<file path="src/sric_pkg.sv">
`timescale 1ns / 1ps
// ----------------------------------------------------------------------------
// sric_pkg
// shared types, corner and edge codes and result codes for the segment
// against rectangle boundary contact pipeline
// ----------------------------------------------------------------------------
package sric_pkg;

	localparam int IN_BITS    = 32;
	localparam int COUNT_BITS = 3;
	localparam int NUM_EDGES  = 4;
	localparam int NUM_CRN    = 4;

	// rectangle corners
	localparam logic [1:0] CRN_LL = 2'd0;
	localparam logic [1:0] CRN_LR = 2'd1;
	localparam logic [1:0] CRN_UR = 2'd2;
	localparam logic [1:0] CRN_UL = 2'd3;

	// rectangle edges
	localparam logic [1:0] EDGE_BOTTOM = 2'd0;
	localparam logic [1:0] EDGE_RIGHT  = 2'd1;
	localparam logic [1:0] EDGE_TOP    = 2'd2;
	localparam logic [1:0] EDGE_LEFT   = 2'd3;

	// result codes
	localparam logic [COUNT_BITS-1:0] TOUCH_NONE = 3'd0;
	localparam logic [COUNT_BITS-1:0] TOUCH_INF  = 3'd4;

	// compare results gathered in the first stage, one bit per edge plus the on_edge bit
	typedef struct packed {
		logic [NUM_EDGES-1:0] cd_zero;  // a segment endpoint lies on the edge line or the edge itself is degenerate
		logic [NUM_EDGES-1:0] cd_le0;   // segment endpoints not strictly on one side of edge line
		logic [NUM_EDGES-1:0] overlap;  // collinear overlap of sorted spans
		logic                 on_edge;  // segment lies along an edge line with open overlap
	} sric_flags_t;

	// sign of the segment orientation at each corner
	typedef struct packed {
		logic [NUM_CRN-1:0] neg;
		logic [NUM_CRN-1:0] zero;
	} sric_orient_t;

	// first end of an edge
	function automatic logic [1:0] edge_crn_a(input logic [1:0] edge_idx);
		logic [1:0] crn;
		unique case (edge_idx)
			EDGE_BOTTOM: crn = CRN_LL;
			EDGE_RIGHT:  crn = CRN_UR;
			EDGE_TOP:    crn = CRN_UL;
			EDGE_LEFT:   crn = CRN_UL;
			default:     crn = CRN_LL;
		endcase
		return crn;
	endfunction

	// second end of an edge
	function automatic logic [1:0] edge_crn_b(input logic [1:0] edge_idx);
		logic [1:0] crn;
		unique case (edge_idx)
			EDGE_BOTTOM: crn = CRN_LR;
			EDGE_RIGHT:  crn = CRN_LR;
			EDGE_TOP:    crn = CRN_UR;
			EDGE_LEFT:   crn = CRN_LL;
			default:     crn = CRN_LR;
		endcase
		return crn;
	endfunction

endpackage

</file>
<file path="src/sric_count.sv">
`timescale 1ns / 1ps
// ----------------------------------------------------------------------------
// sric_count
// stage four: per-edge hit, crossing and corner contact decisions and the
// final boundary contact count
// ----------------------------------------------------------------------------
module sric_count (
	input  logic                                  clk,
	input  logic                                  en,
	input  sric_pkg::sric_orient_t                orient_s3,
	input  sric_pkg::sric_flags_t                 flags_s3,
	output logic [sric_pkg::COUNT_BITS-1:0]       touch_count_s4
);

	import sric_pkg::*;

	logic [NUM_EDGES-1:0]  ab_zero, ab_neg, meets, contact, crossing;
	logic [COUNT_BITS-1:0] n_contact, n_cross, count, touch;

	always_comb begin
		for (int i = 0; i < NUM_EDGES; i++) begin
			// sign product of the orientations at both edge ends
			ab_zero[i] = orient_s3.zero[edge_crn_a(2'(i))] ||
				orient_s3.zero[edge_crn_b(2'(i))];
			ab_neg[i]  = !ab_zero[i] &&
				(orient_s3.neg[edge_crn_a(2'(i))] ^ orient_s3.neg[edge_crn_b(2'(i))]);
			if (ab_zero[i] && flags_s3.cd_zero[i]) begin
				meets[i] = flags_s3.overlap[i];
			end else begin
				meets[i] = (ab_zero[i] || ab_neg[i]) && flags_s3.cd_le0[i];
			end
			contact[i]  = ab_zero[i] && flags_s3.cd_le0[i];
			crossing[i] = ab_neg[i] && flags_s3.cd_le0[i];
		end
		n_contact = COUNT_BITS'($countones(contact));
		n_cross   = COUNT_BITS'($countones(crossing));
		count     = n_cross + (n_contact >> 1);
		priority if (!(|meets)) begin
			touch = TOUCH_NONE;
		end else if (flags_s3.on_edge) begin
			touch = TOUCH_INF;
		end else begin
			touch = count;
		end
	end

	always_ff @(posedge clk) begin
		if (en) begin
			touch_count_s4 <= touch;
		end
	end

endmodule
</file>
<file path="config.mk">
export PLATFORM = sky130hd
export DESIGN_NAME = sric_count
export DESIGN_NICKNAME = d
export VERILOG_FILES = /design/src/sric_pkg.sv /design/src/sric_count.sv
export SDC_FILE = /design/constraint.sdc
export NUM_CORES = 1
export LEC_CHECK = 0
export BUFFER_PORTS_ARGS = -buffer_cell sky130_fd_sc_hd__clkbuf_2
export CAP_MARGIN = 20
export CORE_AREA = 2 2 39 41
export DETAILED_ROUTE_END_ITERATION = 8
export DIE_AREA = 0 0 41 43
export PLACE_DENSITY = 0.66
export REMOVE_ABC_BUFFERS = 1
export SLEW_MARGIN = 20
export SYNTH_ARGS = -nofsm -noshare
export SYNTH_HDL_FRONTEND = slang
export SYNTH_SLANG_ARGS = --single-unit
export TNS_END_PERCENT = 1
</file>
<file path="constraint.sdc">
create_clock -name clk -period 3.2 [get_ports clk]
set_input_delay 0.32 -clock clk [delete_from_list [all_inputs] [get_ports clk]]
set_output_delay 0.32 -clock clk [all_outputs]
set_load 0.01 [all_outputs]
</file>
# ---- Yosys cells after proc, flatten, opt, wreduce, memory -nomap -nowiden
# Cells that the tools add are included.
dict set report op_classes {
  n_reduce_logical 34
  mux 5
  bitwise 5
  addsub 7
}
# cell n
set op_table {}
lappend op_table {{1-bit logical AND} 20}
lappend op_table {{1-bit by 1-bit adder with 2-bit output} 4}
lappend op_table {{1-bit logical OR} 8}
lappend op_table {{3-bit adder} 2}
lappend op_table {{1-bit zero test} 4}
lappend op_table {{1-bit two-way mux} 4}
lappend op_table {{4-bit OR reduction} 1}
lappend op_table {{1-bit XOR} 4}
lappend op_table {{3-bit by 2-bit adder with 3-bit output} 1}
lappend op_table {{3-bit two-way mux} 1}
lappend op_table {{2-bit OR reduction} 1}
lappend op_table {{1-bit inverter} 1}
dict set report totals {
  elab_cells 53
  out_inout_bits 3
  ff_bits 3
  input_bits 23
}

# ---- Logic depth before layout (Yosys ltp)
# Gate-level depths: netlist of the first run.
dict set report depth {
  depth_word 9
  mapped_depth 10
  mapped_depth_nobuf 10
}

# ---- Worst setup path after synthesis of the first run
# No wires, ideal clock.
dict set report synth_timing {
  path_kind {input-to-reg}
  start {input port orient_s3[3] (netlist bit)}
  end {register touch_count_s4[2] (netlist bit) (data pin)}
  slack_ns 0.659
  required_ns 2.920
  setup_ns 0.280
  path_stages 10
  n_path_buf 0
  arrival_time_ns 2.261
  cell_sequence {nor2_1 > nor2b_1 > ha_1 > and2_1 > fa_1 > fa_1 > ha_1 > xor2_1 > nor2_1 > a21oi_1}
}
dict set report synth_via {
  elab_chain_len 8
  elab_cells_between_ends 25
  cone_classes {add/sub: 5; mux: 3; reduce/logical: 17}
}
# element line_no
set synth_rtl {}
lappend synth_rtl {{from (decl)} sric_count.sv:10} ;# input sric_pkg::sric_orient_t orient_s3,
lappend synth_rtl {{1-bit logical OR} sric_count.sv:23} ;# ab_zero[i] = orient_s3.zero[edge_crn_a(2'(i))] ||
lappend synth_rtl {{1-bit zero test} sric_count.sv:25} ;# ab_neg[i] = !ab_zero[i] &&
lappend synth_rtl {{1-bit logical AND} sric_count.sv:25}
lappend synth_rtl {{1-bit logical AND} sric_count.sv:33} ;# crossing[i] = ab_neg[i] && flags_s3.cd_le0[i];
lappend synth_rtl {{1-bit by 1-bit adder with 2-bit output (not written as such)} sric_count.sv:36} ;# n_cross = COUNT_BITS'($countones(crossing));
lappend synth_rtl {{3-bit adder (not written as such)} sric_count.sv:36}
lappend synth_rtl {{3-bit by 2-bit adder with 3-bit output} sric_count.sv:37} ;# count = n_cross + (n_contact >> 1);
lappend synth_rtl {{3-bit two-way mux} sric_count.sv:40} ;# end else if (flags_s3.on_edge) begin
lappend synth_rtl {{to (signal assigned)} sric_count.sv:49} ;# touch_count_s4 <= touch;
lappend synth_rtl {{to (decl)} sric_count.sv:12} ;# output logic [sric_pkg::COUNT_BITS-1:0] touch_count_s4
# Several ways; a longest one is shown, not always the timed one.
# A chain may end at the register's enable or synchronous reset.

# ---- Worst setup path in the final report of the first run
# Ends and elaborated chain as after synthesis.

==> flow_summary.toml, run 1 <==
[critical_path]
cp_data_arrival_time_ns = 2.51
critPathCaptureType = "flip-flop"
worstSetupPathType = "primary input to flip-flop"
cp_slowest_stage_delay_ns = 0.46
path_cells = "clkbuf_2 > nor2_1 > nor2b_1 > ha_1 > and2_1 > fa_1 > fa_1 > ha_1 > xor2_1 > nor2_1 > a21oi_1"
path_max_fanout = 6
crit_path_start_kind = "primary input"
cp.required_ns = 3.16
slowest_stage = "fa_1"

[layout]
largest_register_ffs = 3
regMostFlops = "touch_count_s4"
nNetsFinal = 110
top_regs = "touch_count_s4 (3)"
fin_cells = 94
syn_to_final_growth_pct = 36.7
drive_above_1_share = 0.385
num_antenna_cells = 0
design_area_um2 = 638

[detailed_routing]
drc = 0
wire_per_inst_um = 10.6
via_per_inst = 5.07
finalWirelength_um = 996
first_pass_iters = 2
drt_iter0_drc = 3
vias = 477
ant_nets = 0

[sta]
tns_ns = 0
period_share = 0.798
final-setup-viol-count = 0
slew_headroom = 0.623
hold_ws_ns = 0.332
rsz0062_at_grt = "no"
finalHoldViolations = 0
tightest_slew_ns = 0.559
final_max_slew_viol_count = 0
min_period_ns = 2.55
clock.fmax_ghz = 0.391

[power]
combPwrFrac = 0.362
p_sw_frac = 0.305
p_int_mw = 0.129
ir_drop_mv = 0.0719
p_per_area_nw_per_um2 = 291
pwr-share-clk = 0.366
p_seq_frac = 0.272
p_sw_mw = 0.0566
p_leak_nw = 0.336

[grt]
antenna_found_initial = 0
grt.overflow.total = 0
grt_max_degree = 8
grt_pass1_wl_mm = 1.73
grtUsageTotal = 0.145
grt_pass1_vias = 471

[die]
core_um2 = 1380
initial_core_util = 0.337
die_area_um2 = 1760
num_rows = 14
io_pins = 26
die-height_um = 43
die_w_um = 41

[place]
dp.cells = 90
dpl-instance-area_um2 = 612
hpwl_um = 905
gp_congestion = 0.776
io_buffers = 25

[run_status]
status = "complete, no violations"

[clocking]
h-tree-depth = 1
clockBufferDepth = 2
cts_tree = "built"
hold_buffers = 0
cts_buffers = 3
clkTransAtPathRegs_ns = 0.04
cts_root_buf = "clkbuf_4"
clock-sinks = 3
post_cts_buffers = 0
post_cts_resized = 0

[synth]
yosysWarnings = 0
yosysUniqueCellTypes = 21
ys_ff_latch = 3
synth-main-ff-cell = "edfxtp_1"
netlist_instances = 49
synth_top_area_frac = 0.193
yosysSeqAreaShare = 0.193
syn_area_um2 = 467
synth_area_leaders = "edfxtp_1 (19%), ha_1 (13%), fa_1 (13%)"
synth-edff-count = 3
synth_common_cells = "ha_1 (5), nor2_1 (5), xor2_1 (5)"
syn_area_per_cell_um2 = 9.52
synth_top_cell_by_area = "edfxtp_1"
async_reset_ff_frac = 0

[flow_run]
drv_cap = 0

[hold_path]
holdCritPathClass = "primary input to flip-flop"
## cells by family after synthesis
family / share of synthesized area
multiplexers: 0.0214
AO/OA/AOI/OAI: 0.180
flip-flops: 0.193
adder cells (fa/ha/maj): 0.263
XOR/XNOR: 0.0938
AND/OR/NAND/NOR: 0.249
## critical path, delay by kind of cell
kind | cells | cell delay, ns
AOI/OAI and AO/OA | 1 | 0.05
xor gates and xnor gates | 1 | 0.16
adders and majority gates | 4 | 1.38
buffers and inverters | 1 | 0.12
and+or+nand+nor | 4 | 0.49
## per-stage QoR
stage	power, mW	setup WS (ns)	utilization
after CTS	0.190	0.638	0.461
after detailed placement	0.120	0.403	0.442
final	0.185	0.645	0.461
after global routing	0.205	0.435	0.461
after global placement	0.118	0.439	0.442
after floorplan	0.0884	0.659	-
## power by group through the flow
stage | sequential (mW) | clock, mW | combinational, mW
global route | 0.0513 | 0.0761 | 0.0777
floorplan | 0.0534 | 0 | 0.0350
finish | 0.0504 | 0.0679 | 0.0671
global placement | 0.0507 | 0 | 0.0672
detailed placement | 0.0512 | 0 | 0.0684
CTS | 0.0506 | 0.0704 | 0.0687
## placed cells by master (no fill, tap or decap), types with 2 or more instances in the layout
cell type / netlist / routed
ha_1: 5 / 5
and3_1: 2 / 2
clkbuf_2: 0 / 25
and2_1: 2 / 2
nor2_1: 5 / 5
edfxtp_1: 3 / 3
clkbuf_4: 0 / 3
o311a_1: 2 / 2
nand2b_1: 2 / 2
a21oi_1: 3 / 3
xor2_1: 5 / 5
nor2b_1: 4 / 4
fa_1: 3 / 3
nand2_1: 2 / 2
o21ai_0: 3 / 3
## final timing paths
kind / startpoint / endpoint / slack [ns] / depth (start not counted)
worst max-delay path: orient_s3[3] / touch_count_s4[2] / 0.65 / 11
worst min-delay path: en / touch_count_s4[1] / 0.33 / 1
## per-layer routing
metal | vias up | GRT usage | share of wire
met5 | - | 0 | 0
met4 | 0 | 0.0600 | 0.017
met3 | 2 | 0.0366 | 0.094
met2 | 23 | 0.256 | 0.51
met1 | 209 | 0.148 | 0.38
li1 | 243 | - | -
## cell type report
cell class                 instances  area [µm²]
fill                             135         746
timing repair buffer              25         125
multi-input combinational         46         377
tap                               16        20.0
clock buffer                       4        26.3
sequential                         3        90.1
No activity file was read; power rests on OpenSTA's default activity.
==> run 2, diff against run 1 <==
Settings changed: ABC_AREA set to 1, CORE_AREA 2 2 39 41 to 2 2 40 42, DIE_AREA 0 0 41 43 to 0 0 42 44, PLACE_DENSITY 0.66 to 0.71.
Clock period 3.2 ns to 2.07 ns, I/O delays scaled along.
==> flow_summary.toml, run 2 <==
[run_status]
status = "finished with violations"
violations = "negative setup slack"

[layout]
largest_register_ffs = 3
final_common_cell = "nand2_1"
top_regs = "touch_count_s4 (3)"
mostFrequentLayoutCells = "nand2_1 (27), clkbuf_2 (25), inv_1 (12), inv_2 (9), nor2_1 (9)"
nNetsFinal = 154
num_antenna_cells = 0
regMostFlops = "touch_count_s4"
final_util = 0.539
syn_to_final_growth_pct = 42.8
drive_above_1_share = 0.426

[clocking]
cts_root_buf = "clkbuf_4"
clock-sinks = 3
h-tree-depth = 1
clockBufferDepth = 2
cts_buffers = 3
post_cts_buffers = 0
clkTransAtPathRegs_ns = 0.04
cts_tree = "built"

[sta]
final-setup-viol-count = 2
final_max_slew_viol_count = 0
finalHoldViolations = 0
final.setup.worst_slack_ns = -0.0523
rsz0062_at_grt = "yes"
tns_ns = -0.0770
tightest_slew_ns = 0.201
hold_ws_ns = 0.223
slew_headroom = 0.865
period_share = 1.03
min_period_ns = 2.12
clock.fmax_ghz = 0.471

[hold_path]
holdCritPathClass = "primary input to flip-flop"

[power]
p_per_area_nw_per_um2 = 406
p_leak_nw = 0.479
ir_drop_mv = 0.121
finalPower_mw = 0.311

[place]
pre_cts_slack_ns = -0.495
gp_congestion = 0.785
io_buffers = 25
hpwl_mm = 1.15

[synth]
yosysUniqueCellTypes = 17
synth_top_cell_by_area = "nand2_1"
synth-main-ff-cell = "edfxtp_1"
async_reset_ff_frac = 0
synth_top_area_frac = 0.189
syn_area_um2 = 536
netlist_instances = 87
synth_area_leaders = "nand2_1 (19%), edfxtp_1 (17%), ha_1 (12%)"
yosysWarnings = 0
ys_ff_latch = 3
synth_common_cells = "nand2_1 (27), inv_1 (16), nor2_1 (11)"
yosysSeqAreaShare = 0.168
syn_area_per_cell_um2 = 6.16
synth-edff-count = 3
synth_most_common_cell = "nand2_1"

[critical_path]
crit_path_start_kind = "primary input"
path_delay_family = "adder cells"
slowest_stage = "fa_1"
cp.required_ns = 2.04
cp_common_cell = "inv_2"
worstSetupPathType = "primary input to flip-flop"
cp_slowest_stage_delay_ns = 0.49
critPathCaptureType = "flip-flop"
crit_cells = 13
crit_end = "touch_count_s4[2]"
cp_data_arrival_time_ns = 2.10
path_cells = "clkbuf_2 > inv_2 > nand2_2 > inv_2 > nor2_2 > ha_1 > nand2_1 > inv_2 > fa_2 > fa_1 > ha_2 > xnor2_1 > a22oi_1"
path_max_fanout = 2
cp-startpoint = "orient_s3[3]"
critPathBufInv = 4

[die]
die-height_um = 44
die_w_um = 42
io_pins = 26
die_area_um2 = 1850
initial_core_util = 0.377
num_rows = 14
core_um2 = 1420

[grt]
met2_usage = 0.331
antenna_found_initial = 0
grt.overflow.total = 0
grtUsageTotal = 0.168
grtUsageMet3 = 0.0167
grt_max_degree = 5
grt_busiest_layer = "met2"
grt_pass1_vias = 647
grt_use_met1 = 0.178
grt_pass1_wl_mm = 2.35

[detailed_routing]
via_per_inst = 4.40
vias = 607
finalWirelength_mm = 1.21
drt_iter0_drc = 5
drc = 0
ant_nets = 0
wire_per_inst_um = 8.75
first_pass_iters = 3

[flow_run]
drv_cap = 0
run 2: cell count changes after synthesis, sizes merged, moves of 3 or more:
cell and change:
nand2 +26, inv +21, nor2 +9, nand3 +6, xor2 -5, nor2b -4, and3 -3
run 2: repair_timing:
item | 4_1_cts | 5_1_grt
pin swaps | 5 | 0
endpoints found under the setup margin | 2 | 3
gates resized for setup | 6 | 3
hold buffers | 0 | 0
run 2: where the power goes:
part	leakage [nW]	total (mW)	internal, mW	switching (mW)
clock	0.0150	0.100	0.0721	0.0283
sequential	0.0289	0.0775	0.0759	0.00157
combinational	0.435	0.133	0.0627	0.0701
run 2: final cells by class:
| cell class | instances | area (µm²) |
|---|---|---|
| fillers | 157 | 654 |
| multi-input cells | 63 | 379 |
| repair buffers | 31 | 170 |
| flip-flops and latches | 3 | 90.1 |
| inverters | 21 | 78.8 |
| clock buffers | 4 | 26.3 |
| well taps | 16 | 20.0 |
run 2: cell families (layout without fill, tap and decap cells):
kind of cell / Yosys count / after routing / share of synthesized area
AOI/OAI and AO/OA: 4 / 4 / 0.0467
xor gates and xnor gates: 1 / 1 / 0.0164
adders and majority gates: 8 / 8 / 0.229
buffers and inverters: 21 / 56 / 0.147
DFF: 3 / 3 / 0.168
and+or+nand+nor: 50 / 50 / 0.393
run 2: metal layers:
layer	wire (µm)	up-vias
met4	0	0
met1	524	256
met2	620	17
met5	0	-
li1	-	334
met3	63	0
run 2: metrics by stage:
| step | area (µm²) | cells |
|---|---|---|
| final | 764 | 138 |
| after global routing | 764 | 138 |
| after CTS | 764 | 138 |
| after detailed placement | 726 | 134 |
| after global placement | 726 | 134 |
| after floorplan | 536 | 87 |
run 2: worst min path at each step:
stage	depth (start not counted)	to	startpoint	slack [ns]
4_1_cts	1	touch_count_s4[0]	en	0.22
2_1_floorplan	0	touch_count_s4[0]	en	0.32
6_report	1	touch_count_s4[0]	en	0.22
5_1_grt	1	touch_count_s4[1]	en	0.23
3_3_place_gp	1	touch_count_s4[2]	en	0.45
3_5_place_dp	1	touch_count_s4[0]	en	0.46
