### config.mk
export PLATFORM = sky130hd
export DESIGN_NAME = sric_orient
export DESIGN_NICKNAME = d
export VERILOG_FILES = /design/src/sric_pkg.sv /design/src/sric_orient.sv
export SDC_FILE = /design/constraint.sdc
export NUM_CORES = 1
export LEC_CHECK = 0
export ABC_AREA = 1
export BUFFER_PORTS_ARGS = -buffer_cell sky130_fd_sc_hd__buf_2
export CAP_MARGIN = 20
export CORE_UTILIZATION = 51
export DETAILED_ROUTE_END_ITERATION = 6
export GPL_TIMING_DRIVEN = 0
export PLACE_DENSITY = 0.83
export SLEW_MARGIN = 10
export SYNTH_ARGS = -nofsm -noshare
export SYNTH_HDL_FRONTEND = slang
export SYNTH_SLANG_ARGS = --single-unit
### constraint.sdc
create_clock -name clk -period 1.6 [get_ports clk]
set_input_delay 0 -clock clk [delete_from_list [all_inputs] [get_ports clk]]
set_output_delay 0 -clock clk [all_outputs]
set_load 0.02 [all_outputs]
### src/sric_pkg.sv
`timescale 1ns / 1ps
// ----------------------------------------------------------------------------
// sric_pkg
// shared types, corner and edge codes and result codes for the segment
// against rectangle boundary contact pipeline
// ----------------------------------------------------------------------------
package sric_pkg;

	localparam int IN_BITS    = 32;
	localparam int COUNT_BITS = 3;
	localparam int NUM_EDGES  = 4;
	localparam int NUM_CRN    = 4;

	// rectangle corners
	localparam logic [1:0] CRN_LL = 2'd0;
	localparam logic [1:0] CRN_LR = 2'd1;
	localparam logic [1:0] CRN_UR = 2'd2;
	localparam logic [1:0] CRN_UL = 2'd3;

	// rectangle edges
	localparam logic [1:0] EDGE_BOTTOM = 2'd0;
	localparam logic [1:0] EDGE_RIGHT  = 2'd1;
	localparam logic [1:0] EDGE_TOP    = 2'd2;
	localparam logic [1:0] EDGE_LEFT   = 2'd3;

	// result codes
	localparam logic [COUNT_BITS-1:0] TOUCH_NONE = 3'd0;
	localparam logic [COUNT_BITS-1:0] TOUCH_INF  = 3'd4;

	// compare results gathered in the first stage, one bit per edge plus the on_edge bit
	typedef struct packed {
		logic [NUM_EDGES-1:0] cd_zero;  // a segment endpoint lies on the edge line or the edge itself is degenerate
		logic [NUM_EDGES-1:0] cd_le0;   // segment endpoints not strictly on one side of edge line
		logic [NUM_EDGES-1:0] overlap;  // collinear overlap of sorted spans
		logic                 on_edge;  // segment lies along an edge line with open overlap
	} sric_flags_t;

	// sign of the segment orientation at each corner
	typedef struct packed {
		logic [NUM_CRN-1:0] neg;
		logic [NUM_CRN-1:0] zero;
	} sric_orient_t;

	// first end of an edge
	function automatic logic [1:0] edge_crn_a(input logic [1:0] edge_idx);
		logic [1:0] crn;
		unique case (edge_idx)
			EDGE_BOTTOM: crn = CRN_LL;
			EDGE_RIGHT:  crn = CRN_UR;
			EDGE_TOP:    crn = CRN_UL;
			EDGE_LEFT:   crn = CRN_UL;
			default:     crn = CRN_LL;
		endcase
		return crn;
	endfunction

	// second end of an edge
	function automatic logic [1:0] edge_crn_b(input logic [1:0] edge_idx);
		logic [1:0] crn;
		unique case (edge_idx)
			EDGE_BOTTOM: crn = CRN_LR;
			EDGE_RIGHT:  crn = CRN_LR;
			EDGE_TOP:    crn = CRN_UR;
			EDGE_LEFT:   crn = CRN_LL;
			default:     crn = CRN_LR;
		endcase
		return crn;
	endfunction

endpackage

### src/sric_orient.sv
`timescale 1ns / 1ps
// ----------------------------------------------------------------------------
// sric_orient
// stage three: exact sign of the segment orientation at each rectangle corner
// ----------------------------------------------------------------------------
module sric_orient #(
	parameter int COORD_BITS = 32
) (
	input  logic                           clk,
	input  logic                           en,
	input  logic signed [2*COORD_BITS+1:0] dx_fy_s2,
	input  logic signed [2*COORD_BITS+1:0] dx_hy_s2,
	input  logic signed [2*COORD_BITS+1:0] dy_ex_s2,
	input  logic signed [2*COORD_BITS+1:0] dy_gx_s2,
	input  sric_pkg::sric_flags_t          flags_s2,
	output sric_pkg::sric_orient_t         orient_s3,
	output sric_pkg::sric_flags_t          flags_s3
);

	import sric_pkg::*;

	sric_orient_t orient;

	// orientation is dx*(cy-y1) - dy*(cx-x1); its sign is a signed compare
	always_comb begin
		orient.neg[CRN_LL]  = dx_fy_s2 < dy_ex_s2;
		orient.zero[CRN_LL] = dx_fy_s2 == dy_ex_s2;
		orient.neg[CRN_LR]  = dx_fy_s2 < dy_gx_s2;
		orient.zero[CRN_LR] = dx_fy_s2 == dy_gx_s2;
		orient.neg[CRN_UR]  = dx_hy_s2 < dy_gx_s2;
		orient.zero[CRN_UR] = dx_hy_s2 == dy_gx_s2;
		orient.neg[CRN_UL]  = dx_hy_s2 < dy_ex_s2;
		orient.zero[CRN_UL] = dx_hy_s2 == dy_ex_s2;
	end

	always_ff @(posedge clk) begin
		if (en) begin
			orient_s3 <= orient;
			flags_s3  <= flags_s2;
		end
	end

endmodule

# ---- After elaboration in Yosys (flattened, before gate mapping)
# Cells that the tools add are included.
dict set report word_totals {
  ram_bits 0
  wordCells 14
  latchBits 0
  n_memories 0
  reg_bits 21
  rom_bits 0
  output_inout_bits 21
  input_bits 279
}
dict set report classes {
  addsub 0
  multipliers 0
  magnitude_cmp 4
  shifts 0
  reduce_logical 0
  bitwise 0
  n_mux 0
  div_mod_pow 0
  eq_ne 4
}
# cell count
set op_table {}
lappend op_table {{66-bit == test} 4}
lappend op_table {{66-bit less-than comparator} 4}

# ---- Logic depth before layout (Yosys ltp)
# Gate-level depths: netlist of run 1.
dict set report logic_depth {
  depth_word 1
  mapped_depth 16
  ltp_nobuf 16
}

# ---- Least setup slack after synthesis of run 1
# Ideal clock, no wire load.
dict set report synth_path {
  path_type {input port to flip-flop}
  from {input port dy_ex_s2[65]}
  to {register orient_s3[7] (netlist bit) (data pin)}
  required_ns 1.348
  t_arrival_ns 1.082
  path_slack_ns 0.266
  setup_ns 0.252
  path_buffers 0
  cell_stages 11
  path_cell_list {inv_1 ha_1 nand4_2 nor2_2 nand2_2 nor2_2 nand2_1 nand3_2 nor2_2 nand3_1 nand2_1}
}
# element line_no
set synth_rtl {}
lappend synth_rtl {{from (decl)} sric_orient.sv:13} ;# input logic signed [2*COORD_BITS+1:0] dy_ex_s2,
lappend synth_rtl {{to (signal assigned)} sric_orient.sv:38} ;# orient_s3 <= orient;
lappend synth_rtl {{to (decl)} sric_orient.sv:16} ;# output sric_pkg::sric_orient_t orient_s3,

==> results of run 1 <==
==> per-layer routing <==
metal / wire (um) / vias to the layer above / GRT usage [%]
li1: - / 4366 / -
met1: 9030 / 3563 / 30.3
met2: 11000 / 257 / 55.7
met3: 1660 / 57 / 6.23
met4: 756 / 4 / 9.19
met5: 20 / - / 0
==> power breakdown <==
group          switching, W  total [W]  internal, W  leakage [nW]
logic               0.00125    0.00221     0.000959          5.72
clock network      0.000199   0.000535     0.000336        0.0409
registers         0.0000104   0.000671     0.000660         0.204
total               0.00146    0.00342      0.00195          5.97
==> critical path, stage by stage <==
cell                      delay [ns]
sky130_fd_sc_hd__buf_2          0.07
sky130_fd_sc_hd__inv_1          0.04
sky130_fd_sc_hd__ha_1           0.29
sky130_fd_sc_hd__nand2_1        0.09
sky130_fd_sc_hd__nor2_1         0.17
sky130_fd_sc_hd__and2_1         0.20
sky130_fd_sc_hd__nand2_1        0.08
sky130_fd_sc_hd__nor2_2         0.18
sky130_fd_sc_hd__nand2_1        0.10
sky130_fd_sc_hd__nand3_1        0.10
sky130_fd_sc_hd__nor2_2         0.06
sky130_fd_sc_hd__nand3_1        0.07
sky130_fd_sc_hd__nand2_1        0.05
==> flip-flops by register name, indices dropped and copies added, names as in the netlist <==
register   flops
flags_s3      13
orient_s3      8
==> stage by stage <==
stage               utilization [%]  setup TNS [ns]  hold slack (ns)  cell area, um^2  setup WS (ns)
finish                         65.7               0            0.235             9550          0.123
global route                   65.7               0            0.262             9550       0.000882
CTS                            65.4               0            0.239             9510         0.0696
detailed placement             64.0          -0.496            0.179             9300         -0.194
global placement               64.0          -0.406            0.177             9300         -0.161
floorplan                         -               0           0.0989             7570          0.266
==> final cells by class <==
| type | instances | area, um^2 |
|---|---|---|
| diodes | 1 | 2.50 |
| flip-flops and latches | 21 | 631 |
| well taps | 184 | 230 |
| fillers | 1354 | 4980 |
| clock inverters | 1 | 5.00 |
| repair buffers | 313 | 1630 |
| clock buffers | 3 | 75.1 |
| multi-input cells | 896 | 6140 |
| inverters | 222 | 833 |
==> logic make-up after synthesis <==
family          count (synthesis)  synth area share [%]
simple gates                  489                  26.8
buf+inv                       222                  11.0
fa+ha+maj                     264                  43.6
compound gates                143                  10.2
flops                          21                  8.33
==> timing repair <==
item | in CTS | in global routing
endpoints found under the hold margin | 13 | 0
gates resized for setup | 0 | 6
setup endpoints to repair | 0 | 3
setup buffers | 0 | 1
hold buffers | 13 | 0
==> placed cells by master (no fill, tap or decap), types with 3 or more instances in the layout <==
cell	n
sky130_fd_sc_hd__a21o_1	13
sky130_fd_sc_hd__a21oi_1	104
sky130_fd_sc_hd__and2_1	8
sky130_fd_sc_hd__buf_2	299
sky130_fd_sc_hd__clkbuf_16	3
sky130_fd_sc_hd__dlygate4sd3_1	13
sky130_fd_sc_hd__edfxtp_1	21
sky130_fd_sc_hd__ha_1	263
sky130_fd_sc_hd__inv_1	219
sky130_fd_sc_hd__inv_2	3
sky130_fd_sc_hd__nand2_1	314
sky130_fd_sc_hd__nand2_2	5
sky130_fd_sc_hd__nand3_1	32
sky130_fd_sc_hd__nand4_1	18
sky130_fd_sc_hd__nor2_1	86
sky130_fd_sc_hd__nor2_2	11
sky130_fd_sc_hd__nor3_1	5
sky130_fd_sc_hd__o21a_1	8
sky130_fd_sc_hd__o21ai_0	13
==> worst max-delay path by stage <==
stage	from	to	slack, ns	cells after the start
detailed placement	dy_gx_s2[65]	orient_s3[5]	-0.19	12
floorplan	dy_ex_s2[65]	orient_s3[7]	0.27	11
global route	dy_ex_s2[25]	orient_s3[4]	0.0009	12
global placement	dy_gx_s2[65]	orient_s3[5]	-0.16	12
finish	dy_gx_s2[41]	orient_s3[5]	0.12	13
CTS	dy_gx_s2[65]	orient_s3[5]	0.07	12
==> flow_metrics.env, run 1 <==
export IMPL_yosys_cell_types_count=27
export IMPL_finalNetCount=2000
export IMPL_hold_path_depth=1
export IMPL_ratio_of_cells_with_drive_above_1_in_the_final_layout_pct=22.7
export IMPL_critPathArrivalTime_ns=1.49
export IMPL_path_clk_slew_ns=0.06
export IMPL_place_port_buffers=299
export IMPL_final_max_slew_violation_count=0
export IMPL_vias=8247
export IMPL_hpwlAfterDp_um=20800
export IMPL_synth_edff_count=21
export IMPL_finalSetupViolCount=0
export IMPL_outcome="finished, final reports clean"
export IMPL_min_path_type="primary input to flop"
export IMPL_grt_remaining_overflow=0
export IMPL_synthFlopType="sky130_fd_sc_hd__edfxtp_1"
export IMPL_drt_pass1_iter_count=5
export IMPL_worst_setup_path_type="primary input to flop"
export IMPL_max_freq_ghz=0.677
export IMPL_wire_length_of_the_first_global_routing_pass_um=34400
export IMPL_final_hold_violation_count=0
export IMPL_crit_path_max_fanout=2
export IMPL_static_leakage_power_nw=5.97
export IMPL_h_tree_level_count=1
export IMPL_hold_start="en"
export IMPL_rsz_0062_raised_after_global_routing="false"
export IMPL_worst_pin_slew_ns=0.480
export IMPL_drt_drc_violations_left=0
export IMPL_detail_route_wl_per_cell_um=13.7
export IMPL_post_synth_top_count_cell="sky130_fd_sc_hd__nand2_1"
export IMPL_num_rows=44
export IMPL_worst_endpoint_required_ns=1.62
export IMPL_yosys_register_bits=21
export IMPL_worst_setup_path_end_kind="flop"
export IMPL_syn2layout_area_growth_pct=26.1
export IMPL_count_of_boundary_i_o_pins=300
export IMPL_core_area_mm2=0.0145
export IMPL_dr_first_iter_drc_count=285
export IMPL_routabilityCongestion=0.919
export IMPL_via_per_inst=5.03
export IMPL_yosys_top_cells_count="sky130_fd_sc_hd__nand2_1 (315), sky130_fd_sc_hd__ha_1 (264), sky130_fd_sc_hd__inv_1 (219), sky130_fd_sc_hd__a21oi_1 (104), sky130_fd_sc_hd__nor2_1 (89)"
export IMPL_first_global_vias=8023
export IMPL_post_layout_nonfiller_instances=1641
export IMPL_maxCapViolations=0
export IMPL_cts_made_buffers=3
export IMPL_post_synth_arst_share_pct=0
export IMPL_yosysWarningCount=0
export IMPL_initial_core_utilization_pct=52.1
export IMPL_totalWireLength_um=22400
export IMPL_design_die_area_mm2=0.0153
export IMPL_post_layout_total_power_w=0.00342
export IMPL_setup_worst_path_start_class="primary input"
export IMPL_grt_start_max_net_pins=22
export IMPL_power_per_cell_area_mw_per_mm2=358
export IMPL_grt_usage_pct=28.7
export IMPL_netlist_top_cells_area="sky130_fd_sc_hd__ha_1 (44%), sky130_fd_sc_hd__nand2_1 (16%), sky130_fd_sc_hd__inv_1 (11%)"
export IMPL_netlist_top_cell_by_area="sky130_fd_sc_hd__ha_1"
export IMPL_yosys_area_top_type_share_pct=43.6
export IMPL_clk_root_buffer_cell="sky130_fd_sc_hd__clkbuf_16"
export IMPL_hold_path_endpoint="flags_s3[0]"
export IMPL_mappedNetlistNets=1682
export IMPL_fraction_of_the_yosys_area_taken_by_sequential_cells_pct=8.33
export IMPL_cts_root_to_sink_buffers=2
export IMPL_dieHeight_um=124
export IMPL_synthCells=1139
export IMPL_syn_area_per_cell_um2=6.65
export IMPL_post_synth_instance_area_mm2=0.00757
export IMPL_finalCriticalPeriod_ns=1.48
export IMPL_tritoncts="built"
export IMPL_ant_nets=0
export IMPL_vdd_ir_drop_max_uv=308
export IMPL_clkSinkCount=21
export IMPL_timing_slew_headroom_pct=68.0
export IMPL_grt_antenna_before_repair=5
export IMPL_timing_final_crit_share_pct=92.3
export IMPL_placed_instances=1622
export IMPL_chipWidth_um=124
No activity file was read; power rests on OpenSTA's default activity.
==> inputs of run 2 (changes only) <==
--- a/config.mk
+++ b/config.mk
@@ -5,13 +5,13 @@
 export SDC_FILE = /design/constraint.sdc
 export NUM_CORES = 1
 export LEC_CHECK = 0
-export ABC_AREA = 1
+export ABC_AREA = 0
 export BUFFER_PORTS_ARGS = -buffer_cell sky130_fd_sc_hd__buf_2
 export CAP_MARGIN = 20
-export CORE_UTILIZATION = 51
+export CORE_UTILIZATION = 50
 export DETAILED_ROUTE_END_ITERATION = 6
 export GPL_TIMING_DRIVEN = 0
-export PLACE_DENSITY = 0.83
+export PLACE_DENSITY = 0.84
 export SLEW_MARGIN = 10
 export SYNTH_ARGS = -nofsm -noshare
 export SYNTH_HDL_FRONTEND = slang
==> run 2 against run 1 <==
The run now ends with negative setup slack left. Clock power hardly changed. Highest routed layer is now met4. Combinational power is 28% higher. Count of clock-buffer cells in the layout stayed put. Routed wire length is 24% higher. First-iteration DRC count is 58% higher. Critical endpoint is now orient_s3[4]. Sequential power is 0.7% higher.
==> flow_metrics.env, run 2 <==
export IMPL_outcome="finished, violations left"
export IMPL_failed_checks="negative setup slack"
export IMPL_design_die_area_mm2=0.0142
export IMPL_finalNetCount=1741
export IMPL_finalCriticalPeriod_ns=1.93
export IMPL_netlist_top_cells_area="sky130_fd_sc_hd__ha_1 (48%), sky130_fd_sc_hd__edfxtp_1 (9.2%), sky130_fd_sc_hd__inv_1 (7.9%)"
export IMPL_static_leakage_power_nw=5.56
export IMPL_setup_slack_ns=-0.329
export IMPL_setup_tns_ns=-0.814
export IMPL_grt_antenna_before_repair=1
export IMPL_wire_length_of_the_first_global_routing_pass_um=38300
export IMPL_finalSetupViolCount=6
export IMPL_post_synth_top_count_cell="sky130_fd_sc_hd__ha_1"
export IMPL_timing_final_crit_share_pct=121
export IMPL_final_max_slew_violation_count=0
export IMPL_clk_root_buffer_cell="sky130_fd_sc_hd__clkbuf_16"
export IMPL_post_synth_instance_area_mm2=0.00685
export IMPL_initial_core_utilization_pct=51.5
export IMPL_cts_root_to_sink_buffers=2
export IMPL_netlist_top_cell_by_area="sky130_fd_sc_hd__ha_1"
export IMPL_via_per_inst=6.10
export IMPL_yosys_cell_types_count=46
export IMPL_cts_made_buffers=3
export IMPL_synth_edff_count=21
export IMPL_critPathArrivalTime_ns=1.93
export IMPL_post_layout_total_power_w=0.00405
export IMPL_first_global_vias=8102
export IMPL_hold_ws_ns=0.235
export IMPL_vdd_ir_drop_max_uv=459
export IMPL_largest_register_ff_count=13
export IMPL_yosysWarningCount=0
export IMPL_yosys_top_cells_count="sky130_fd_sc_hd__ha_1 (264), sky130_fd_sc_hd__inv_1 (144), sky130_fd_sc_hd__a21oi_1 (92), sky130_fd_sc_hd__nand2_1 (62), sky130_fd_sc_hd__nand4_1 (48)"
export IMPL_hold_path_depth=3
export IMPL_worst_pin_slew_ns=0.504
export IMPL_worst_setup_path_end_kind="flop"
export IMPL_syn_area_per_cell_um2=8.14
export IMPL_post_synth_arst_share_pct=0
export IMPL_chipWidth_um=119
export IMPL_final_hold_violation_count=0
export IMPL_worst_setup_path_type="primary input to flop"
export IMPL_totalWireLength_um=27900
export IMPL_yosys_register_bits=21
export IMPL_path_clk_slew_ns=0.06
export IMPL_place_port_buffers=299
export IMPL_largestRegisters="flags_s3: 13 flops, orient_s3: 8 flops"
export IMPL_mostFrequentLayoutCell="sky130_fd_sc_hd__buf_2"
export IMPL_synthFlopType="sky130_fd_sc_hd__edfxtp_1"
export IMPL_clkSinkCount=21
export IMPL_startpoint="dy_ex_s2[43]"
export IMPL_num_fill_cells=794
export IMPL_timing_slew_headroom_pct=66.4
export IMPL_dieHeight_um=119
export IMPL_detail_route_wl_per_cell_um=20.3
export IMPL_power_per_cell_area_mw_per_mm2=379
export IMPL_num_rows=42
export IMPL_yosys_area_top_type_share_pct=48.2
export IMPL_tritoncts="built"
export IMPL_drt_pass1_iter_count=5
export IMPL_maxCapViolations=0
export IMPL_max_freq_ghz=0.518
export IMPL_ratio_of_cells_with_drive_above_1_in_the_final_layout_pct=44.1
export IMPL_syn2layout_area_growth_pct=56.0
export IMPL_synthCells=842
export IMPL_fraction_of_the_yosys_area_taken_by_sequential_cells_pct=9.20
export IMPL_mappedNetlistNets=1385
export IMPL_hold_start="dy_ex_s2[0]"
export IMPL_layout_common_cells="sky130_fd_sc_hd__buf_2 (238), sky130_fd_sc_hd__ha_1 (204), sky130_fd_sc_hd__inv_1 (85), sky130_fd_sc_hd__a21oi_1 (85), sky130_fd_sc_hd__ha_4 (60)"
export IMPL_grt_start_max_net_pins=22
export IMPL_drt_drc_violations_left=0
export IMPL_dr_first_iter_drc_count=451
export IMPL_worst_endpoint_required_ns=1.60
export IMPL_grt_usage_pct=33.9
export IMPL_vias=8375
export IMPL_count_of_boundary_i_o_pins=300
export IMPL_rsz_0062_raised_after_global_routing="true"
export IMPL_post_route_util_pct=80.4
export IMPL_detailedPlace_worstSlack_ns=-0.706
export IMPL_h_tree_level_count=1
export IMPL_setup_worst_path_start_class="primary input"
export IMPL_ant_nets=0
export IMPL_crit_path_max_fanout=2
export IMPL_routabilityCongestion=0.943
export IMPL_hpwlAfterDp_um=20000
export IMPL_min_path_type="primary input to flop"
export IMPL_core_area_mm2=0.0133
export IMPL_grt_remaining_overflow=0
export IMPL_largest_register="flags_s3"
==> run 2: logic make-up after synthesis <==
kind of cell	Yosys count	share of synthesized area, %
compound gates	217	19.6
xor+xnor	2	0.256
fa+ha+maj	264	48.2
buf+inv	144	7.89
flops	21	9.20
mux	1	0.146
simple gates	193	14.6
==> run 2: where the power goes <==
group / internal (W) / switching [W] / leakage, nW
Clock: 0.000336 / 0.000201 / 0.0409
Combinational: 0.00133 / 0.00150 / 5.31
Sequential: 0.000662 / 0.0000135 / 0.204
Total: 0.00233 / 0.00172 / 5.56
==> run 2: path summary, 6_finish.rpt <==
check	endpoint
worst max-delay path	orient_s3[4]
worst min-delay path	orient_s3[0]
==> run 2: worst max-delay path, cell delays in order <==
cell	delay (ns)
sky130_fd_sc_hd__buf_2	0.09
sky130_fd_sc_hd__inv_1	0.06
sky130_fd_sc_hd__ha_1	0.30
sky130_fd_sc_hd__a21oi_1	0.17
sky130_fd_sc_hd__o21ai_0	0.11
sky130_fd_sc_hd__a221oi_1	0.36
sky130_fd_sc_hd__o22ai_1	0.20
sky130_fd_sc_hd__a2111oi_2	0.30
sky130_fd_sc_hd__o41ai_2	0.16
sky130_fd_sc_hd__xor2_1	0.18
==> run 2: what timing repair did <==
item / CTS / global route
pin swaps: 68 / 56
gates resized for setup: 152 / 90
buffers inserted: 18 / 22
setup endpoints to repair: 6 / 6
hold endpoints to repair: 13 / 0
hold buffers: 13 / 0
==> run 2: per-stage QoR <==
stage	cell area, um^2	cells
2_1_floorplan	7260	842
3_3_place_gp	8980	1317
3_5_place_dp	8980	1317
4_1_cts	10100	1352
5_1_grt	10700	1374
6_report	10700	1374
==> run 2: area by class of cell <==
| class | instances | area [um^2] | share of cell area [%] |
|---|---|---|---|
| inverters | 144 | 631 | 5.90 |
| multi-input cells | 677 | 6830 | 63.9 |
| diodes | 1 | 2.50 | 0.0234 |
| clock inverters | 1 | 5.00 | 0.0468 |
| flip-flops and latches | 21 | 631 | 5.90 |
| clock buffers | 3 | 75.1 | 0.702 |
| repair buffers | 351 | 2290 | 21.4 |
| well taps | 176 | 220 | 2.06 |
==> run 2: per-layer routing <==
metal,GRT usage [%],wire length [um],part of all wire (%)
met3,4.79,2000,7.2
met2,62.6,13800,50
met1,37.5,10100,36
met4,16.8,1930,6.9
met5,0,0,0
