<file path="src/sric_pkg.sv">
`timescale 1ns / 1ps
// ----------------------------------------------------------------------------
// sric_pkg
// shared types, corner and edge codes and result codes for the segment
// against rectangle boundary contact pipeline
// ----------------------------------------------------------------------------
package sric_pkg;

	localparam int IN_BITS    = 32;
	localparam int COUNT_BITS = 3;
	localparam int NUM_EDGES  = 4;
	localparam int NUM_CRN    = 4;

	// rectangle corners
	localparam logic [1:0] CRN_LL = 2'd0;
	localparam logic [1:0] CRN_LR = 2'd1;
	localparam logic [1:0] CRN_UR = 2'd2;
	localparam logic [1:0] CRN_UL = 2'd3;

	// rectangle edges
	localparam logic [1:0] EDGE_BOTTOM = 2'd0;
	localparam logic [1:0] EDGE_RIGHT  = 2'd1;
	localparam logic [1:0] EDGE_TOP    = 2'd2;
	localparam logic [1:0] EDGE_LEFT   = 2'd3;

	// result codes
	localparam logic [COUNT_BITS-1:0] TOUCH_NONE = 3'd0;
	localparam logic [COUNT_BITS-1:0] TOUCH_INF  = 3'd4;

	// compare results gathered in the first stage, one bit per edge plus the on_edge bit
	typedef struct packed {
		logic [NUM_EDGES-1:0] cd_zero;  // a segment endpoint lies on the edge line or the edge itself is degenerate
		logic [NUM_EDGES-1:0] cd_le0;   // segment endpoints not strictly on one side of edge line
		logic [NUM_EDGES-1:0] overlap;  // collinear overlap of sorted spans
		logic                 on_edge;  // segment lies along an edge line with open overlap
	} sric_flags_t;

	// sign of the segment orientation at each corner
	typedef struct packed {
		logic [NUM_CRN-1:0] neg;
		logic [NUM_CRN-1:0] zero;
	} sric_orient_t;

	// first end of an edge
	function automatic logic [1:0] edge_crn_a(input logic [1:0] edge_idx);
		logic [1:0] crn;
		unique case (edge_idx)
			EDGE_BOTTOM: crn = CRN_LL;
			EDGE_RIGHT:  crn = CRN_UR;
			EDGE_TOP:    crn = CRN_UL;
			EDGE_LEFT:   crn = CRN_UL;
			default:     crn = CRN_LL;
		endcase
		return crn;
	endfunction

	// second end of an edge
	function automatic logic [1:0] edge_crn_b(input logic [1:0] edge_idx);
		logic [1:0] crn;
		unique case (edge_idx)
			EDGE_BOTTOM: crn = CRN_LR;
			EDGE_RIGHT:  crn = CRN_LR;
			EDGE_TOP:    crn = CRN_UR;
			EDGE_LEFT:   crn = CRN_LL;
			default:     crn = CRN_LR;
		endcase
		return crn;
	endfunction

endpackage

</file>
<file path="src/sric_prep.sv">
`timescale 1ns / 1ps
// ----------------------------------------------------------------------------
// sric_prep
// stage one: coordinate differences for the orientation products and all
// plain coordinate compares against the axis-aligned edges
// ----------------------------------------------------------------------------
module sric_prep #(
	parameter int COORD_BITS = 32
) (
	input  logic                                  clk,
	input  logic                                  en,
	input  logic signed [sric_pkg::IN_BITS-1:0]   rect_left,
	input  logic signed [sric_pkg::IN_BITS-1:0]   rect_bottom,
	input  logic signed [sric_pkg::IN_BITS-1:0]   rect_right,
	input  logic signed [sric_pkg::IN_BITS-1:0]   rect_top,
	input  logic signed [sric_pkg::IN_BITS-1:0]   seg_x1,
	input  logic signed [sric_pkg::IN_BITS-1:0]   seg_y1,
	input  logic signed [sric_pkg::IN_BITS-1:0]   seg_x2,
	input  logic signed [sric_pkg::IN_BITS-1:0]   seg_y2,
	output logic signed [COORD_BITS:0]            dx_s1,
	output logic signed [COORD_BITS:0]            dy_s1,
	output logic signed [COORD_BITS:0]            ex_s1,
	output logic signed [COORD_BITS:0]            gx_s1,
	output logic signed [COORD_BITS:0]            fy_s1,
	output logic signed [COORD_BITS:0]            hy_s1,
	output sric_pkg::sric_flags_t                 flags_s1
);

	import sric_pkg::*;

	localparam int CW = COORD_BITS;
	localparam int DW = COORD_BITS + 1;

	logic signed [CW-1:0] rl, rb, rr, rt, x1, y1, x2, y2;
	logic signed [CW-1:0] cx [NUM_CRN];
	logic signed [CW-1:0] cy [NUM_CRN];
	logic signed [CW-1:0] px [2];
	logic signed [CW-1:0] py [2];
	logic [1:0]           c_le_p [NUM_CRN];
	logic [1:0]           p_le_c [NUM_CRN];
	logic                 vert, horz;
	sric_flags_t          flags;

	// only the low coordinate bits count, sign-extended
	assign rl = $signed(rect_left[CW-1:0]);
	assign rb = $signed(rect_bottom[CW-1:0]);
	assign rr = $signed(rect_right[CW-1:0]);
	assign rt = $signed(rect_top[CW-1:0]);
	assign x1 = $signed(seg_x1[CW-1:0]);
	assign y1 = $signed(seg_y1[CW-1:0]);
	assign x2 = $signed(seg_x2[CW-1:0]);
	assign y2 = $signed(seg_y2[CW-1:0]);

	always_comb begin
		cx[CRN_LL] = rl; cy[CRN_LL] = rb;
		cx[CRN_LR] = rr; cy[CRN_LR] = rb;
		cx[CRN_UR] = rr; cy[CRN_UR] = rt;
		cx[CRN_UL] = rl; cy[CRN_UL] = rt;
		px[0] = x1; py[0] = y1;
		px[1] = x2; py[1] = y2;
	end

	// lexicographic order between every corner and every segment end
	always_comb begin
		for (int k = 0; k < NUM_CRN; k++) begin
			for (int j = 0; j < 2; j++) begin
				c_le_p[k][j] = (cx[k] < px[j]) || (cx[k] == px[j] && cy[k] <= py[j]);
				p_le_c[k][j] = (px[j] < cx[k]) || (px[j] == cx[k] && py[j] <= cy[k]);
			end
		end
	end

	always_comb begin
		// side of each edge line for both segment ends
		flags.cd_zero[EDGE_BOTTOM] = (rr == rl) || (y1 == rb) || (y2 == rb);
		flags.cd_le0[EDGE_BOTTOM]  = flags.cd_zero[EDGE_BOTTOM] || ((y1 < rb) ^ (y2 < rb));
		flags.cd_zero[EDGE_RIGHT]  = (rt == rb) || (x1 == rr) || (x2 == rr);
		flags.cd_le0[EDGE_RIGHT]   = flags.cd_zero[EDGE_RIGHT] || ((x1 < rr) ^ (x2 < rr));
		flags.cd_zero[EDGE_TOP]    = (rr == rl) || (y1 == rt) || (y2 == rt);
		flags.cd_le0[EDGE_TOP]     = flags.cd_zero[EDGE_TOP] || ((y1 < rt) ^ (y2 < rt));
		flags.cd_zero[EDGE_LEFT]   = (rt == rb) || (x1 == rl) || (x2 == rl);
		flags.cd_le0[EDGE_LEFT]    = flags.cd_zero[EDGE_LEFT] || ((x1 < rl) ^ (x2 < rl));

		// min of one span below max of the other, both ways
		for (int i = 0; i < NUM_EDGES; i++) begin
			flags.overlap[i] =
				((|c_le_p[edge_crn_a(2'(i))]) || (|c_le_p[edge_crn_b(2'(i))])) &&
				((|p_le_c[edge_crn_a(2'(i))]) || (|p_le_c[edge_crn_b(2'(i))]));
		end

		// segment along an edge line, vertical lines checked first
		vert = (x1 == x2) && ((x1 == rl) || (x1 == rr));
		horz = (y1 == y2) && ((y1 == rb) || (y1 == rt));
		priority if (vert) begin
			flags.on_edge = (y1 < rt && y2 > rb) || (y2 < rt && y1 > rb);
		end else if (horz) begin
			flags.on_edge = (x1 < rr && x2 > rl) || (x2 < rr && x1 > rl);
		end else begin
			flags.on_edge = 1'b0;
		end
	end

	always_ff @(posedge clk) begin
		if (en) begin
			dx_s1    <= DW'(x2) - DW'(x1);
			dy_s1    <= DW'(y2) - DW'(y1);
			ex_s1    <= DW'(rl) - DW'(x1);
			gx_s1    <= DW'(rr) - DW'(x1);
			fy_s1    <= DW'(rb) - DW'(y1);
			hy_s1    <= DW'(rt) - DW'(y1);
			flags_s1 <= flags;
		end
	end

endmodule

</file>
<file path="config.mk">
export PLATFORM = sky130hd
export DESIGN_NAME = sric_prep
export DESIGN_NICKNAME = d
export VERILOG_FILES = /design/src/sric_pkg.sv /design/src/sric_prep.sv
export SDC_FILE = /design/constraint.sdc
export NUM_CORES = 1
export LEC_CHECK = 0
export ABC_AREA = 0
export BUFFER_PORTS_ARGS = -buffer_cell sky130_fd_sc_hd__clkbuf_2
export CORE_UTILIZATION = 52
export CTS_CLUSTER_SIZE = 25
export DETAILED_ROUTE_END_ITERATION = 10
export GPL_ROUTABILITY_DRIVEN = 0
export HOLD_SLACK_MARGIN = 0.12
export PLACE_DENSITY = 0.78
export REMOVE_ABC_BUFFERS = 1
export SETUP_SLACK_MARGIN = 0.15
export SYNTH_ARGS = -nofsm -noshare
export SYNTH_HDL_FRONTEND = slang
export SYNTH_SLANG_ARGS = --single-unit
</file>
<file path="constraint.sdc">
create_clock -name clk -period 4.2 [get_ports clk]
set_input_delay 0 -clock clk [delete_from_list [all_inputs] [get_ports clk]]
set_output_delay 0 -clock clk [all_outputs]
set_load 0.03 [all_outputs]
</file>
* Word level (Yosys, flattened, before mapping) *
Index checks and enable logic that the tools add are counted.

operators by class
  add/subtract/negate cells = 6
  magnitude comparators = 24
  eq/ne operators = 16
  mux-type cells = 2
  bitwise operators = 4
  reduce and logical (&&, ||, !) cells = 74

operator list
  kind                                            count
  32-bit equality test                            16
  32-bit < comparator                             12
  32-bit <= comparator                            8
  32-bit by 32-bit subtractor with 33-bit output  6
  32-bit > comparator                             4
  1-bit logical OR                                40
  1-bit logical AND                               26
  2-bit OR reduction                              8
  1-bit XOR                                       4
  1-bit two-way mux                               2

word-level totals
  register bits = 211
  input bits = 258
  output and inout port bits = 211
  logic and storage cells = 136

* Depth between registers and ports, before layout *
Gate-level depths: netlist of the first run.

  depth after elaboration = 6
  depth in mapped cells = 13
  mapped depth without buffers = 13

* Least setup slack after synthesis of the first run *
Ideal clock, no wire load.

  path type = input -> register
  start point = in seg_y1[12] in the netlist's numbering
  end point = reg dy_s1[26] (data pin)
  library setup time = 258 ps
  arrival time = 2652 ps
  data required time = 3942 ps
  path slack = 1290 ps
  stages = 13
  buffers on the path = 1
  cells stage by stage = inv_1 ha_1 buf_6 and3_1 a22o_1 a311o_1 a41o_1 a21o_1 o41a_1 a221o_1 or3_1 a21oi_2 xnor2_1

between the ends
  cells in the longest elaborated chain, start to end = 1

RTL lines
  what                                            RTL line          RTL
  from (decl)                                     sric_prep.sv:17   input logic signed [sric_pkg::IN_BITS-1:0] seg_y1,
  32-bit by 32-bit subtractor with 33-bit output  sric_prep.sv:106  dy_s1 <= DW'(y2) - DW'(y1);
  to (signal assigned)                            sric_prep.sv:106
  to (decl)                                       sric_prep.sv:21   output logic signed [COORD_BITS:0] dy_s1,

Every way passes these cells.
A chain may end at the register's enable or synchronous reset.

* Worst setup path after layout of the first run *
  start point = in seg_x1[1] in the netlist's numbering
  end point = reg dx_s1[29] (data pin)

between the ends
  cells in the longest elaborated chain, start to end = 1

RTL lines
  what                                            RTL line          RTL
  from (decl)                                     sric_prep.sv:16   input logic signed [sric_pkg::IN_BITS-1:0] seg_x1,
  32-bit by 32-bit subtractor with 33-bit output  sric_prep.sv:105  dx_s1 <= DW'(x2) - DW'(x1);
  to (signal assigned)                            sric_prep.sv:105
  to (decl)                                       sric_prep.sv:20   output logic signed [COORD_BITS:0] dx_s1,

Every way passes these cells.

==> results of run 1 <==
## routing by layer
metal / wire length [um] / GRT usage (%)
met4: 6320 / 28.0
met1: 28100 / 43.9
met2: 37000 / 65.0
met3: 7990 / 7.35
met5: 8 / 0.238
## flip-flops by register name, summed over array words and instances (netlist names)
register / count
gx_s1: 33
ex_s1: 33
flags_s1: 13
dx_s1: 33
dy_s1: 33
fy_s1: 33
hy_s1: 33
## power by group through the flow
stage | registers, mW | logic (mW) | clock network [mW]
CTS | 2.92 | 3.72 | 2.40
global route | 2.95 | 4.09 | 2.48
detailed placement | 2.95 | 3.41 | 0
global placement | 2.95 | 3.34 | 0
floorplan | 3.59 | 1.61 | 0
finish | 2.93 | 3.86 | 2.40
## cell families after synthesis
family / share of synthesized area [%]
AO/OA/AOI/OAI: 19.8
XOR/XNOR: 9.98
adder cells (fa/ha/maj): 20.4
buffers and inverters: 4.93
flip-flops: 31.0
multiplexers: 0.251
AND/OR/NAND/NOR: 13.7
## metrics by stage
step / cells / util (%)
6_report: 3476 / 69.2
3_5_place_dp: 3185 / 60.6
5_1_grt: 3476 / 69.2
4_1_cts: 3473 / 69.1
3_3_place_gp: 3185 / 60.6
2_1_floorplan: 2189 / -
## critical path: stages
cell           delay (ns)
dlygate4sd3_1        0.54
clkbuf_2             0.23
inv_1                0.14
ha_1                 0.40
nor2b_1              0.19
o21bai_1             0.12
nand3_1              0.24
a21oi_2              0.28
a21oi_1              0.17
a41o_1               0.38
a2111oi_1            0.40
o21bai_1             0.16
a21oi_1              0.30
xnor2_1              0.14
dlygate4sd3_1        0.57
## Yosys cell counts (all sizes together), types with 16 or more instances
library cell	n
a21o	104
nand3	57
and3	24
xnor2	179
a211oi	17
edfxtp	211
inv	254
nor2b	34
o21a	39
o21bai	25
ha	324
a21oi	196
nand2	96
o21ai	79
nor2	122
xor2	54
nand2b	33
o211ai	17
nand4	63
and2	16
nor3	43
## cell type report
| class | instances | share of cell area [%] |
|---|---|---|
| Inverter | 254 | 3.56 |
| Clock inverter | 20 | 0.798 |
| Tap cell | 518 | 2.42 |
| Antenna cell | 3 | 0.0280 |
| Multi-Input combinational cell | 1724 | 49.0 |
| Sequential cell | 211 | 23.6 |
| Clock buffer | 28 | 2.54 |
| Timing Repair Buffer | 718 | 18.0 |
## final timing paths
path | endpoint | cells after the start
worst max-delay path | dx_s1[29]$_DFFE_PP_ | 15
worst min-delay path | gx_s1[25]$_DFFE_PP_ | 1
## repair_timing
| item | 4_1_cts | 5_1_grt |
|---|---|---|
| hold buffers | 240 | 0 |
| buffers inserted | 0 | 0 |
| endpoints found under the hold margin | 165 | 0 |
| setup endpoints to repair | 0 | 9 |
| resized for setup | 0 | 10 |
==> summary.txt, run 1 <==
STA
  • Relative slew slack: 32.5%
  • Final setup margin: 0.225 ns
  • # setup viols final: 0
  • Min cycle time layout: 3.97 ns
  • Hold WS: 0.0821 ns
  • Final Max Tran Viols: 0
  • Worst Max-Slew Pin Slew: 1.01 ns
  • Final hold violations: 0
  • RSZ-0062 raised after global routing: false
  • Tcrit/Tclk final: 94.6%
  • Fmax: 252 MHz
  • Final setup TNS: 0 ns

Logic synthesis
  • Synth async-reset ratio: 0%
  • Top cells by area, synth: edfxtp_1, ha_1, xnor2_1
  • Most used DFF post-synth: edfxtp_1
  • Cells after Synth: 2201
  • Area leader, netlist: edfxtp_1
  • Post-synth EDFFs: 211
  • Synth unique cells: 73
  • Mapped Area: 20400 um^2
  • #FFs+latches synth: 211
  • Syn avg cell area: 9.29 um^2
  • Ys Warns: 0
  • Top-area cell type share of the netlist area: 31.0%
  • Post-synthesis sequential area ratio: 31.0%

Power and ir drop
  • Combinational share of power: 42.0%
  • Total power: 9.19 mW
  • Maximum VDD drop: 0.000306 V
  • Reg power frac: 31.9%
  • Clock share of power: 26.1%
  • Pint: 5.64 mW
  • Psw: 3.55 mW
  • Pwr/cell area: 343 nW/um^2
  • Sw frac: 38.6%
  • LEAKAGE: 12.8 nW

Clock tree
  • Reg clk slew, reported paths: 0.07 ns
  • CTS buffer count: 26
  • # clock sinks: 211
  • H-tree level count: 1
  • Root Driver: clkbuf_16
  • CTS tree: done
  • Deepest clock path buffer count: 3

Status
  • Status: complete, no violations

Layout
  • Area taken by multi-input logic gates: 13100 um^2
  • Most frequent cells in the layout: clkbuf_2, ha_1, inv_1
  • Share of cells above drive strength 1: 18.8%
  • Fin area: 26800 um^2
  • Most common cell after layout, fill and taps aside: clkbuf_2
  • # nets final: 3523
  • Register area: 6340 um^2
  • Fillcell total: 2816
  • Synth-to-layout area growth: 31.1%

Global route
  • First-pass GRT wire length: 120000 um
  • Gr ovfl total: 0
  • Vias in the first global route: 21700
  • Aggregate global-route resource usage: 38.6%
  • Initial antenna violation count: 4
  • Largest net degree at the start of global routing: 94

Routing
  • Initial DRT Pass Iterations: 6
  • DRC Markers: 0
  • Via count: 21600
  • Total Wirelength: 79400 um
  • Initial DRC Count: 1905
  • Wirelength per Cell: 22.8 um
  • Final ANT Viol Nets: 0
  • Vias per std cell: 6.21

Worst setup path
  • Crit path DAT: 4.28 ns
  • Worst Setup SP: seg_x1[1]
  • CP Capture Type: register
  • WP data required: 4.51 ns
  • Crit start category: input port
  • Kind of critical path: input port to register
  • CP max FO: 4

Placement
  • Placed Area: 23500 um^2
  • DP Worst Slack: 0.126 ns
  • Dpl hpwl: 60000 um
  • PortBufs: 468

Floorplanning
  • Chip Height: 200 um
  • Die area: 40100 um^2
  • IO Pins: 469
  • FP Rows: 72
  • Core Region: 38700 um^2
  • Die X-Extent: 200 um
  • Starting Density: 52.8%

Worst hold path
  • Min-Delay Path Class: input port to register
  • HP Start: en

Run
  • Maxcap violations: 0
No activity file was read; power rests on OpenSTA's default activity.
==> inputs of run 2 (changes only) <==
==> constraint.sdc (replaced) <==
create_clock -name clk -period 4.95 [get_ports clk]
set_input_delay 0 -clock clk [delete_from_list [all_inputs] [get_ports clk]]
set_output_delay 0 -clock clk [all_outputs]
set_load 0.03 [all_outputs]
==> summary.txt, run 2 (synthesized netlist as in run 1, its figures left out) <==
Status
  • Status: complete, no violations

STA
  • Relative slew slack: 24.0% (-8.5 points)
  • Worst Max-Slew Pin Slew: 1.13 ns (+0.119 ns)
  • # setup viols final: 0 (unchanged)
  • Final Max Tran Viols: 0 (unchanged)
  • Fmax: 247 MHz
  • Final setup TNS: 0 ns (unchanged)
  • Tcrit/Tclk final: 81.7%
  • Final setup margin: 0.908 ns (+0.683 ns)
  • RSZ-0062 raised after global routing: false
  • Hold WS: 0.127 ns (+0.0446 ns)
  • Final hold violations: 0 (unchanged)
  • Min cycle time layout: 4.04 ns

Layout
  • Share of cells above drive strength 1: 18.4% (-0.44 points)
  • Fillcell total: 2915 (+3.5%)
  • # nets final: 3492 (-0.88%)
  • Synth-to-layout area growth: 29.6%
  • Fin area: 26500 um^2 (-1.2%)
  • Most common cell after layout, fill and taps aside: clkbuf_2
  • Register area: 6340 um^2 (unchanged)
  • Area taken by multi-input logic gates: 13100 um^2 (-0.24%)
  • Most frequent cells in the layout: clkbuf_2, ha_1, inv_1

Worst setup path
  • Crit start category: input port
  • Kind of critical path: input port to register
  • Crit path buf inv count: 4 (unchanged)
  • Crit path DAT: 4.35 ns (+0.07 ns)
  • WP data required: 5.26 ns (+0.75 ns)
  • Delay-heaviest family, CP: compound AO/OA/AOI/OAI gates
  • CP most frequent cell: a21oi_1
  • Slowest cell on crit path: dlygate4sd3_1
  • CP max FO: 4 (unchanged)
  • Crit-path cells: dlygate4sd3_1 -> clkbuf_2 -> inv_1 -> ha_1 -> nor2b_1 -> o21bai_1 -> nand3_1 -> a21oi_1 -> a21oi_1 -> a41o_1 -> a2111oi_0 -> o21bai_1 -> a21oi_1 -> xnor2_1 -> dlygate4sd3_1
  • Worst Setup SP: seg_x1[1]
  • CP Capture Type: register
  • Slowest stage delay, CP: 0.56 ns (about the same)

Placement
  • DP Worst Slack: 1.16 ns (+1.04 ns)
  • PortBufs: 468 (unchanged)
  • Dpl hpwl: 60600 um (+0.86%)
  • Placed Area: 23400 um^2 (-0.26%)

Clock tree
  • CTS resizes: 0 (unchanged)
  • # clock sinks: 211 (unchanged)
  • Root Driver: clkbuf_16
  • Reg clk slew, reported paths: 0.07 ns (about the same)
  • Deepest clock path buffer count: 3 (unchanged)
  • CTS tree: done
  • Hold-fix buffers, CTS: 217 (-9.6%)
  • Post-CTS Setup Bufs: 0 (unchanged)
  • H-tree level count: 1 (unchanged)
  • CTS buffer count: 26 (unchanged)

Global route
  • First-pass GRT wire length: 118000 um (-2.3%)
  • Initial antenna violation count: 0 (-4)
  • Gr ovfl total: 0 (unchanged)
  • Aggregate global-route resource usage: 37.8% (-0.85 points)
  • Vias in the first global route: 21300 (-1.7%)
  • Largest net degree at the start of global routing: 106 (+13%)

Floorplanning
  • Starting Density: 52.8% (unchanged)
  • Die X-Extent: 200 um (unchanged)
  • Die area: 40100 um^2 (unchanged)
  • Core Region: 38700 um^2 (unchanged)
  • Chip Height: 200 um (unchanged)
  • FP Rows: 72 (unchanged)
  • IO Pins: 469 (unchanged)

Worst hold path
  • Hold Path Cell Cnt: 4 (+3)
  • Min-Delay Path Class: input port to register
  • HP Start: seg_y2[31]
  • Hold endpoint: dy_s1[32]$_DFFE_PP_

Routing
  • DRC Markers: 0 (unchanged)
  • Initial DRC Count: 1790 (-6.0%)
  • Final ANT Viol Nets: 0 (unchanged)
  • Wirelength per Cell: 22.6 um (-1.0%)
  • Total Wirelength: 77800 um (-2.0%)
  • Vias per std cell: 6.18 (-0.56%)
  • Via count: 21300 (-1.5%)
  • Initial DRT Pass Iterations: 6 (unchanged)

Power and ir drop
  • Maximum VDD drop: 0.000276 V (-10%)
  • Pwr/cell area: 294 nW/um^2 (-14%)
  • LEAKAGE: 12.7 nW (-1.0%)
  • Total power: 7.78 mW (-15%)

Run
  • Maxcap violations: 0 (unchanged)
run 2: worst max-delay path by stage:
stage / cells after the start / endpoint
finish: 15 / dx_s1[29]$_DFFE_PP_
global route: 14 / fy_s1[27]$_DFFE_PP_
detailed placement: 13 / flags_s1[2]$_DFFE_PP_
CTS: 14 / gx_s1[28]$_DFFE_PP_
floorplan: 12 / dy_s1[26]$_DFFE_PP_
global placement: 13 / flags_s1[2]$_DFFE_PP_
run 2: final cells by class:
type | instances | area share [%]
antenna | 2 | 0.0189
clock buffer | 31 | 2.61
clock inverter | 16 | 0.808
inverter | 254 | 3.60
multi-input combinational | 1724 | 49.5
sequential | 211 | 23.9
tap | 518 | 2.45
timing repair buffer | 687 | 17.1
run 2: routing by layer:
layer | wire [um] | vias up | GRT usage (%)
li1 | - | 9555 | -
met3 | 7710 | 366 | 6.93
met4 | 6090 | 0 | 26.2
met5 | 0 | - | 0
met1 | 27900 | 9891 | 43.2
met2 | 36100 | 1461 | 64.0
run 2: power by group:
group          switching (mW)  internal [mW]  leakage, nW
Clock                   0.821           1.25        0.427
Sequential              0.124           2.36         2.06
Combinational            2.03           1.19         10.2
Total                    2.97           4.80         12.7
run 2: through the flow:
step	instances	util [%]
floorplan	2189	-
global placement	3177	60.4
detailed placement	3177	60.4
CTS	3441	68.4
global route	3441	68.4
finish	3443	68.4
